[config.mk]
export PLATFORM = sky130hd
export DESIGN_NAME = line_edit_buffer_core
export DESIGN_NICKNAME = d
export VERILOG_FILES = /design/src/rtl/core/leb_pkg.sv /design/src/rtl/core/line_edit_buffer_core.sv
export SDC_FILE = /design/constraint.sdc
export NUM_CORES = 1
export LEC_CHECK = 0
export ABC_AREA = 1
export BUFFER_PORTS_ARGS = -buffer_cell sky130_fd_sc_hd__buf_4
export CORE_UTILIZATION = 65
export CTS_BUF_LIST = sky130_fd_sc_hd__clkbuf_2
export DETAILED_ROUTE_END_ITERATION = 10
export PLACE_DENSITY_LB_ADDON = 0.25
export SLEW_MARGIN = 30
export SYNTH_ARGS = -nofsm -noshare
export SYNTH_HDL_FRONTEND = slang
export SYNTH_SLANG_ARGS = --single-unit
[constraint.sdc]
create_clock -name clk -period 4.7 [get_ports clk]
set_input_delay 0.235 -clock clk [delete_from_list [all_inputs] [get_ports clk]]
set_output_delay 0.235 -clock clk [all_outputs]
set_load 0.005 [all_outputs]
[src/rtl/core/leb_pkg.sv]
// ============================================================================
// leb_pkg
// Shared constants for the line edit buffer: store geometry, register
// indexes and register reset values.
// ============================================================================
`timescale 1ns / 1ps

package leb_pkg;

    // Line store geometry
    localparam int LINE_DEPTH = 64;
    localparam int ADDR_W     = (LINE_DEPTH > 1) ? $clog2(LINE_DEPTH) : 1;
    localparam int CNT_W      = $clog2(LINE_DEPTH + 1);

    localparam int CHAR_W     = 8;
    localparam int CFG_IDX_W  = 2;

    // Configuration register indexes
    localparam logic [CFG_IDX_W-1:0] REG_ERASE = 2'd0;
    localparam logic [CFG_IDX_W-1:0] REG_KILL  = 2'd1;
    localparam logic [CFG_IDX_W-1:0] REG_END   = 2'd2;

    // Register reset values: '#', '@', LF
    localparam logic [CHAR_W-1:0] ERASE_RST = 8'd35;
    localparam logic [CHAR_W-1:0] KILL_RST  = 8'd64;
    localparam logic [CHAR_W-1:0] END_RST   = 8'd10;

    typedef logic [CNT_W-1:0]  cnt_t;
    typedef logic [ADDR_W-1:0] addr_t;
    typedef logic [CHAR_W-1:0] char_t;

endpackage

[src/rtl/core/line_edit_buffer_core.sv]
// ============================================================================
// line_edit_buffer_core
// Canonical-mode line editor: takes one character per transaction while
// editing, one per cycle. An end transaction of a non-empty line stalls
// input until the line store has drained, which takes longer when the
// output stalls; an empty line costs no stall. Each character of the line
// passes through the store's read register and then the output register,
// one per cycle while the output is ready.
// Async active-low reset clears count, flag, control and registers; the
// line store itself is not cleared (only written entries are ever read).
// ============================================================================
`timescale 1ns / 1ps

module line_edit_buffer_core
    import leb_pkg::*;
(
    input  logic                 clk,
    input  logic                 rst_n,

    // character input channel
    input  logic                 in_valid,
    output logic                 in_ready,
    input  logic [CHAR_W-1:0]    char_in,
    input  logic                 end_of_input,

    // flushed line output channel
    output logic                 out_valid,
    input  logic                 out_ready,
    output logic [CHAR_W-1:0]    char_out,
    output logic                 last,
    output logic                 line_truncated,

    // register write channel
    input  logic                 cfg_valid,
    output logic                 cfg_ready,
    input  logic [CFG_IDX_W-1:0] cfg_index,
    input  logic [CHAR_W-1:0]    cfg_data
);

    // ------------------------------------------------------------------
    // Control states
    // ------------------------------------------------------------------
    localparam logic ST_EDIT  = 1'b0;   // taking characters
    localparam logic ST_FLUSH = 1'b1;   // issuing store reads for a line

    localparam cnt_t DEPTH_CNT = CNT_W'(LINE_DEPTH);

    logic  state_reg,      state_next;
    cnt_t  fill_reg,       fill_next;      // buffered characters
    logic  ovf_reg,        ovf_next;       // a char was dropped on this line
    cnt_t  flush_cnt_reg,  flush_cnt_next; // length of line being drained
    cnt_t  rd_ptr_reg,     rd_ptr_next;    // next store entry to read
    logic  trunc_reg,      trunc_next;     // flag snapshot for the line

    // read stage: store data waits in mem_q_reg until the output takes it
    logic  pend_reg,       pend_next;
    logic  pend_last_reg,  pend_last_next;

    // output register
    logic  out_valid_reg,  out_valid_next;
    char_t out_char_reg,   out_char_next;
    logic  out_last_reg,   out_last_next;
    logic  out_trunc_reg,  out_trunc_next;

    // configuration registers
    char_t erase_reg, erase_next;
    char_t kill_reg,  kill_next;
    char_t end_reg,   end_next;

    // line store
    char_t line_mem [LINE_DEPTH];
    char_t mem_q_reg;

    logic  in_fire;
    logic  cfg_fire;
    logic  is_end;
    logic  is_erase;
    logic  is_kill;
    logic  has_room;
    logic  wr_en;
    logic  rd_en;
    logic  move;
    logic  reads_left;

    // ------------------------------------------------------------------
    // Handshakes and character decode
    // ------------------------------------------------------------------
    assign in_ready  = (state_reg == ST_EDIT);
    assign in_fire   = in_valid & in_ready;
    assign cfg_ready = 1'b1;
    assign cfg_fire  = cfg_valid & cfg_ready;

    // Priority when registers match: end, then erase, then kill.
    assign is_end    = end_of_input | (char_in == end_reg);
    assign is_erase  = ~is_end & (char_in == erase_reg);
    assign is_kill   = ~is_end & ~is_erase & (char_in == kill_reg);
    assign has_room  = (fill_reg < DEPTH_CNT);

    // Append writes the store at the current fill level.
    assign wr_en = in_fire & ~is_end & ~is_erase & ~is_kill & has_room;

    // Pending read data moves into the output register when it is free
    // or being emptied this cycle.
    assign move = pend_reg & (~out_valid_reg | out_ready);

    // A new read may overwrite mem_q_reg only once its current content
    // has moved on (or in the same cycle it moves).
    assign reads_left = (rd_ptr_reg != flush_cnt_reg);
    assign rd_en = (state_reg == ST_FLUSH) & reads_left & (~pend_reg | move);

    // ------------------------------------------------------------------
    // Next-state logic
    // ------------------------------------------------------------------
    always_comb
    begin
        state_next     = state_reg;
        fill_next      = fill_reg;
        ovf_next       = ovf_reg;
        flush_cnt_next = flush_cnt_reg;
        rd_ptr_next    = rd_ptr_reg;
        trunc_next     = trunc_reg;

        unique case (state_reg)
            ST_EDIT:
            begin
                if (in_fire)
                begin
                    priority if (is_end)
                    begin
                        // Line leaves the buffer; empty line only clears flag.
                        fill_next = '0;
                        ovf_next  = 1'b0;
                        if (fill_reg != '0)
                        begin
                            flush_cnt_next = fill_reg;
                            trunc_next     = ovf_reg;
                            rd_ptr_next    = '0;
                            state_next     = ST_FLUSH;
                        end
                    end
                    else if (is_erase)
                    begin
                        if (fill_reg != '0)
                            fill_next = fill_reg - cnt_t'(1);
                    end
                    else if (is_kill)
                    begin
                        fill_next = '0;     // flag stays until the line ends
                    end
                    else if (has_room)
                    begin
                        fill_next = fill_reg + cnt_t'(1);
                    end
                    else
                    begin
                        ovf_next = 1'b1;
                    end
                end
            end
            ST_FLUSH:
            begin
                if (rd_en)
                    rd_ptr_next = rd_ptr_reg + cnt_t'(1);
                // All reads issued and the final one handed to the output
                if (!reads_left && !pend_reg)
                    state_next = ST_EDIT;
            end
        endcase
    end

    // read stage and output register
    always_comb
    begin
        pend_next      = pend_reg;
        pend_last_next = pend_last_reg;
        out_valid_next = out_valid_reg;
        out_char_next  = out_char_reg;
        out_last_next  = out_last_reg;
        out_trunc_next = out_trunc_reg;

        // a new read refills the stage even while its old data moves on
        if (rd_en)
        begin
            pend_next      = 1'b1;
            pend_last_next = ((rd_ptr_reg + cnt_t'(1)) == flush_cnt_reg);
        end
        else if (move)
        begin
            pend_next = 1'b0;
        end

        if (move)
        begin
            out_valid_next = 1'b1;
            out_char_next  = mem_q_reg;
            out_last_next  = pend_last_reg;
            out_trunc_next = trunc_reg;
        end
        else if (out_ready)
        begin
            out_valid_next = 1'b0;
        end
    end

    // configuration writes; an index past the list is ignored
    always_comb
    begin
        erase_next = erase_reg;
        kill_next  = kill_reg;
        end_next   = end_reg;
        if (cfg_fire)
        begin
            unique case (cfg_index)
                REG_ERASE: erase_next = cfg_data;
                REG_KILL:  kill_next  = cfg_data;
                REG_END:   end_next   = cfg_data;
                default:   ;
            endcase
        end
    end

    // ------------------------------------------------------------------
    // Registers
    // ------------------------------------------------------------------
    always_ff @(posedge clk or negedge rst_n)
    begin
        if (!rst_n)
        begin
            state_reg     <= ST_EDIT;
            fill_reg      <= '0;
            ovf_reg       <= 1'b0;
            flush_cnt_reg <= '0;
            rd_ptr_reg    <= '0;
            trunc_reg     <= 1'b0;
            pend_reg      <= 1'b0;
            pend_last_reg <= 1'b0;
            out_valid_reg <= 1'b0;
            erase_reg     <= ERASE_RST;
            kill_reg      <= KILL_RST;
            end_reg       <= END_RST;
        end
        else
        begin
            state_reg     <= state_next;
            fill_reg      <= fill_next;
            ovf_reg       <= ovf_next;
            flush_cnt_reg <= flush_cnt_next;
            rd_ptr_reg    <= rd_ptr_next;
            trunc_reg     <= trunc_next;
            pend_reg      <= pend_next;
            pend_last_reg <= pend_last_next;
            out_valid_reg <= out_valid_next;
            erase_reg     <= erase_next;
            kill_reg      <= kill_next;
            end_reg       <= end_next;
        end
    end

    // output payload needs no reset
    always_ff @(posedge clk)
    begin
        out_char_reg  <= out_char_next;
        out_last_reg  <= out_last_next;
        out_trunc_reg <= out_trunc_next;
    end

    // ------------------------------------------------------------------
    // Line store: one write port (edit side), one registered read port
    // (flush side). Writes happen only in ST_EDIT and reads only in
    // ST_FLUSH, so the two never touch the same entry in one cycle.
    // ------------------------------------------------------------------
    always_ff @(posedge clk)
    begin
        if (wr_en)
            line_mem[fill_reg[ADDR_W-1:0]] <= char_in;
    end

    always_ff @(posedge clk)
    begin
        if (rd_en)
            mem_q_reg <= line_mem[rd_ptr_reg[ADDR_W-1:0]];
    end

    assign out_valid      = out_valid_reg;
    assign char_out       = out_char_reg;
    assign last           = out_last_reg;
    assign line_truncated = out_trunc_reg;

endmodule
### Word level (Yosys, flattened, before mapping)

Memories as Yosys holds them, arrays and structs flattened. A register that Yosys moved wholly into a read port is not among the register bits.
Index checks and enable logic that the tools add are counted.

* memories kept: 1
* flip-flop bits (word level): 61
* bits in read-only memories: 0
* output and inout bits: 13
* latch bits: 0
* input bits: 24
* RAM bits: 512

Memories
* line_mem: words 64, bits a word 8, rd ports 1, clocked after Yosys merged registers in 1, write ports 1, RTL line line_edit_buffer_core.sv:71 `char_t line_mem [LINE_DEPTH];`

* order comparisons: 1
* bitwise logic cells: 20
* reductions and logical operators: 15
* equality and inequality tests: 15
* shift operators: 0
* add/sub/neg operators: 3
* multiplexer cells: 25
* multipliers: 0
* div/mod/pow operators: 0

Operators with widths (number)
* two-way mux 7 bit: 9
* == test 8 bit: 3
* adder 7 x 1 -> 7 bit, second input constant: 2
* two-way mux 1 bit: 14
* one-hot mux 7 bit (2 select lines): 1
* AND reduction 4 bit: 3
* AND 1 bit: 11
* inequality test 2 x 1 -> 1 bit, second input constant: 4
* == test 7 bit: 1
* < comparator 7 bit, second input constant: 1
* inequality test 7 bit: 1
* nonzero test 7 bit: 1
* subtractor 7 x 1 -> 7 bit, second input constant: 1
* inequality test 2 bit, second input constant: 3
* inverter 1 bit: 6
* AND reduction 2 bit: 3
* AND reduction 5 bit: 1
* nonzero test 2 bit: 2
* nonzero test 4 bit: 1
* inequality test 3 x 2 -> 1 bit, second input constant: 1
* OR 1 bit: 3
* == test 2 x 1 -> 1 bit, second input constant: 1
* == test 2 bit, second input constant: 1
* zero test 1 bit: 2
* other kinds (3): 3

### Logic depth before layout (Yosys ltp)

* depth in word-level cells: 12
* gate-level depth with buffers: 14
* depth with buffers taken out: 14

### Least setup slack after synthesis

OpenSTA, ideal clock, no wires.

* path kind: reg2reg
* from: reg end_reg[1]
* to: mem line_mem[24][0] in the netlist's numbering, enable pin
* slack: 2.229 ns
* path buffers: 1
* data required time: 4.317 ns
* clock period less this slack: 2.471 ns
* cell stages (with the launch flop): 12
* setup time: 0.383 ns
* arrival: 2.088 ns
* cells stage by stage: dfstp_2 inv_1 nand2_1 nand2_1 nand2_1 nor2_1 nand2_1 nand2_1 nor2_2 buf_4 nand4_1 nor3_1

* word-level cells in the longest chain between the ends: 12
* elaborated cells on any way between the ends: 14

RTL lines
* start, declared: RTL line line_edit_buffer_core.sv:68 `char_t end_reg, end_next;`
* start signal, assigned: RTL line line_edit_buffer_core.sv:255 `end_reg <= end_next;`
* == test 8 bit (*): RTL line line_edit_buffer_core.sv:94 `assign is_end = end_of_input | (char_in == end_reg);`
* OR 1 bit (*): RTL line line_edit_buffer_core.sv:94
* inverter 1 bit (*): RTL line line_edit_buffer_core.sv:95, line_edit_buffer_core.sv:96, line_edit_buffer_core.sv:100
* AND 1 bit: RTL line line_edit_buffer_core.sv:95 `assign is_erase = ~is_end & (char_in == erase_reg);`
* inverter 1 bit: RTL line line_edit_buffer_core.sv:96, line_edit_buffer_core.sv:100
* AND 1 bit (2 in a row): RTL line line_edit_buffer_core.sv:96 `assign is_kill = ~is_end & ~is_erase & (char_in == kill_reg);`
* inverter 1 bit: RTL line line_edit_buffer_core.sv:100 `assign wr_en = in_fire & ~is_end & ~is_erase & ~is_kill & has_room;`
* AND 1 bit (*) (2 in a row): RTL line line_edit_buffer_core.sv:100
* two-way mux 1 bit (*): RTL line line_edit_buffer_core.sv:274 `if (wr_en)`
* two-way mux 1 bit (not written as such) (*): RTL line line_edit_buffer_core.sv:275 `line_mem[fill_reg[ADDR_W-1:0]] <= char_in;`
* end, declared: RTL line line_edit_buffer_core.sv:71

Every way passes the cells marked *; elsewhere a longest branch is shown, timed or not.

### Worst setup path after layout

* from: reg erase_reg[5]
* to: reg ovf_reg

* word-level cells in the longest chain between the ends: 7
* elaborated cells on any way between the ends: 8

RTL lines
* start, declared: RTL line line_edit_buffer_core.sv:66 `char_t erase_reg, erase_next;`
* start signal, assigned: RTL line line_edit_buffer_core.sv:253 `erase_reg <= erase_next;`
* == test 8 bit (*): RTL line line_edit_buffer_core.sv:95
* AND 1 bit (*): RTL line line_edit_buffer_core.sv:95
* inverter 1 bit: RTL line line_edit_buffer_core.sv:96
* AND 1 bit (2 in a row): RTL line line_edit_buffer_core.sv:96
* inequality test 2 bit (no line)
* AND reduction 5 bit (no line) (*)
* end signal, assigned: RTL line line_edit_buffer_core.sv:246 `ovf_reg <= ovf_next;`
* end, declared: RTL line line_edit_buffer_core.sv:50 `logic ovf_reg, ovf_next;`

Marked as above.
A chain may end at the register's enable or synchronous reset.

==> impl_metrics.yaml <==
setup_path:
  ff2ff_setup_slack_ps: 1280
  r2r_cells: 10
  path_max_fanout: 11
  critical_path_required_ps: 5620
  r2r-start: "erase_reg[5]"
  r2r-end: "ovf_reg"
  worstSetupPathType: "reg2reg"
  cp.arrival_ps: 4350
  end_kind: "flop"
  cp-start-kind: "flop"
synthesis:
  synth_area_per_cell_um2: 11.8
  ys.flop_type: "edfxtp_1"
  yosysMostFrequentCell: "edfxtp_1"
  synth_nets: 2055
  synth_commonest_cells: "530 x edfxtp_1, 436 x nand2_1, 291 x nor2_1, 231 x o21ai_0, 76 x clkbuf_1"
  synth.distinct_cells: 29
  ys_warn_count: 0
  synth_area_leaders: "edfxtp_1 66%, nand2_1 6.8%, o21ai_0 4.8%, dfrtp_1 4.7%, nor2_1 4.6%"
  yosys.area.top_type: "edfxtp_1"
  ys_seq_elements: 581
  synth_area_um2: 24000
  netlist.area_leader.share: 0.664
  synthArstFlopShare: 0.0878
  yosysSeqAreaShare: 0.718
  postSynthCellCount: 2027
  synth_edf_count: 530
cts:
  cts_resized: 0
  post_cts_buffers: 0
  clk_latency_ps: 1060
  cts.sinks: 581
  clockBufferDepth: 3
  clk_pin_slew_worst_paths_ps: 120
  cts_tree: "built"
  cts-root-buf: "clkbuf_2"
  cts_buffers: 141
  cts_max_level: 4
sta:
  finalMaxSlewViolations: 0
  relSlewSlack: 0.282
  finalClockSkew_ps: 85.0
  rsz0062_at_grt: "no"
  worst_slew_pin_slew_ps: 1070
  hold_viol: 0
  whs_ps: 115
  post-route-period-util: 0.728
  setup_viol: 0
  period_minus_slack_ps: 3420
  fmax_mhz: 292
  setup_tns_ps: 0
status:
  status: "finished clean"
die:
  die_x_um: 194
  core-area_um2: 35900
  die_h_um: 194
  io_pins: 37
  num_rows: 69
  start_util: 0.667
  dieArea_um2: 37600
final_layout:
  multi_input_area_um2: 6110
  layout-drive-gt1-share: 0.130
  seq_area_um2: 17200
  nNetsFinal: 2191
  final_util: 0.731
  syn_to_final_growth_pct: 9.60
  finalNonFillerCells: 2729
  fill_cells: 2403
  largest_register_ffs: 512
routing:
  avgViaCountPerCell: 6.01
  dr.pass1.iters: 7
  wl_per_cell_um: 21.8
  num_vias: 16400
  wirelength_um: 59600
  drt_iter0_markers: 1775
  postRouteAntennaNets: 0
  route.detailed.drc: 0
min_path:
  whs_endpoint: "erase_reg[2]"
  holdPathStages: 4
  hold_class: "in2reg"
  hold_start: "cfg_data[2]"
power:
  power.switching_uw: 5250
  combinationalPowerShare: 0.316
  swShare: 0.383
  pwr-share-seq: 0.450
  power.density_nw_per_um2: 522
  ir_drop_mv: 0.394
  power_frac_clock: 0.234
  p_leak_uw: 0.00983
  intPower_uw: 8460
global_routing:
  use_met3: 0.0718
  grt_pass1_wl_um: 90700
  overflow: 0
  grt_use_met1: 0.437
  grt_max_degree: 129
  antenna_found_initial: 1
  track_usage: 0.323
  grt_pass1_vias: 16300
  grt_busiest_layer: "met2"
  met2_usage: 0.503
placement:
  placed_cells: 2437
  dpl.hpwl_um: 34800
  port_buffers: 35
  gp_congestion: 0.911
flow_run:
  cap_violations: 0
[through the flow]
stage | total power (µW) | setup WS [ps] | cell area [µm²]
6_report | 13700 | 1280 | 26300
5_1_grt | 14400 | 1150 | 26300
4_1_cts | 13600 | 1460 | 26300
3_5_place_dp | 10500 | 1320 | 24500
3_3_place_gp | 10400 | 1390 | 24500
2_1_floorplan | 9110 | 2230 | 24000
[cells by family after synthesis]
family | after synthesis | share of synthesized area
other | 1 | 0.000157
buffers and inverters | 162 | 0.0277
AO/OA/AOI/OAI | 372 | 0.0813
adder cells (fa/ha/maj) | 4 | 0.00209
AND/OR/NAND/NOR | 809 | 0.132
multiplexers | 65 | 0.0272
flip-flops | 581 | 0.718
XOR/XNOR | 33 | 0.0121
[placed cells by master, fill, tap and decap left out, types with 2 or more instances in the layout]
cell type and instances:
bufinv_16 2, nand2_1 434, edfxtp_1 530, dfrtp_1 43
buf_4 55, a21oi_1 74, clkinvlp_4 2, nand3_1 65
nor3_1 5, nand4_1 6, dfstp_2 6, nand2_2 2
xnor2_1 5, clkbuf_2 198, nor3_2 2, buf_12 2
nor2_2 2, o21ai_0 231, xor2_1 28, mux2i_1 64
dlygate4sd3_1 43, o22ai_1 65, inv_1 49, clkinv_2 6
ha_1 4, clkinv_1 33, or2_2 2, nor2_1 291
inv_2 8
[cell type report]
| type | instances | area share |
|---|---|---|
| antenna | 1 | 0.0000953 |
| clock inverter | 49 | 0.00977 |
| inverter | 54 | 0.00800 |
| sequential | 581 | 0.655 |
| clock buffer | 198 | 0.0377 |
| multi-input combinational | 1284 | 0.233 |
| tap | 461 | 0.0220 |
| timing repair buffer | 101 | 0.0347 |
[worst max path at each step]
stage,cells past startpoint,start,endpoint
global placement,10,char_in[7],line_mem[39][3]
global route,13,end_reg[1],ovf_reg
floorplan,11,end_reg[1],line_mem[24][0]
detailed placement,10,char_in[7],line_mem[32][3]
finish,10,erase_reg[5],ovf_reg
CTS,13,end_reg[1],ovf_reg
[worst max-delay path, stage by stage, from the launching register on]
cell and delay [ps]:
dfstp_2 580, xor2_1 180, nor2_1 70, nand2_1 90, nor2_1 120, nor2_2 530
nand2_1 340, o2111ai_1 170, dlygate4sd3_1 600, nand2_1 60, dlygate4sd3_1 560
[what timing repair did]
action / 4_1_cts / 5_1_grt
hold buffers: 44 / 0
setup endpoints to repair: 0 / 0
endpoints found under the hold margin: 558 / 0
[power by group through the flow]
stage	logic, µW	registers [µW]	clock network [µW]
floorplan	3020	6090	0
global placement	4110	6260	0
detailed placement	4180	6280	0
CTS	4240	6160	3240
global route	4720	6200	3520
finish	4330	6170	3210
[routing by layer]
layer	wire, µm	up-vias
met2	28100	1020
li1	-	7481
met3	6400	143
met4	2150	0
met5	0	-
met1	23000	7766
Power figures use the tool's default switching activity.
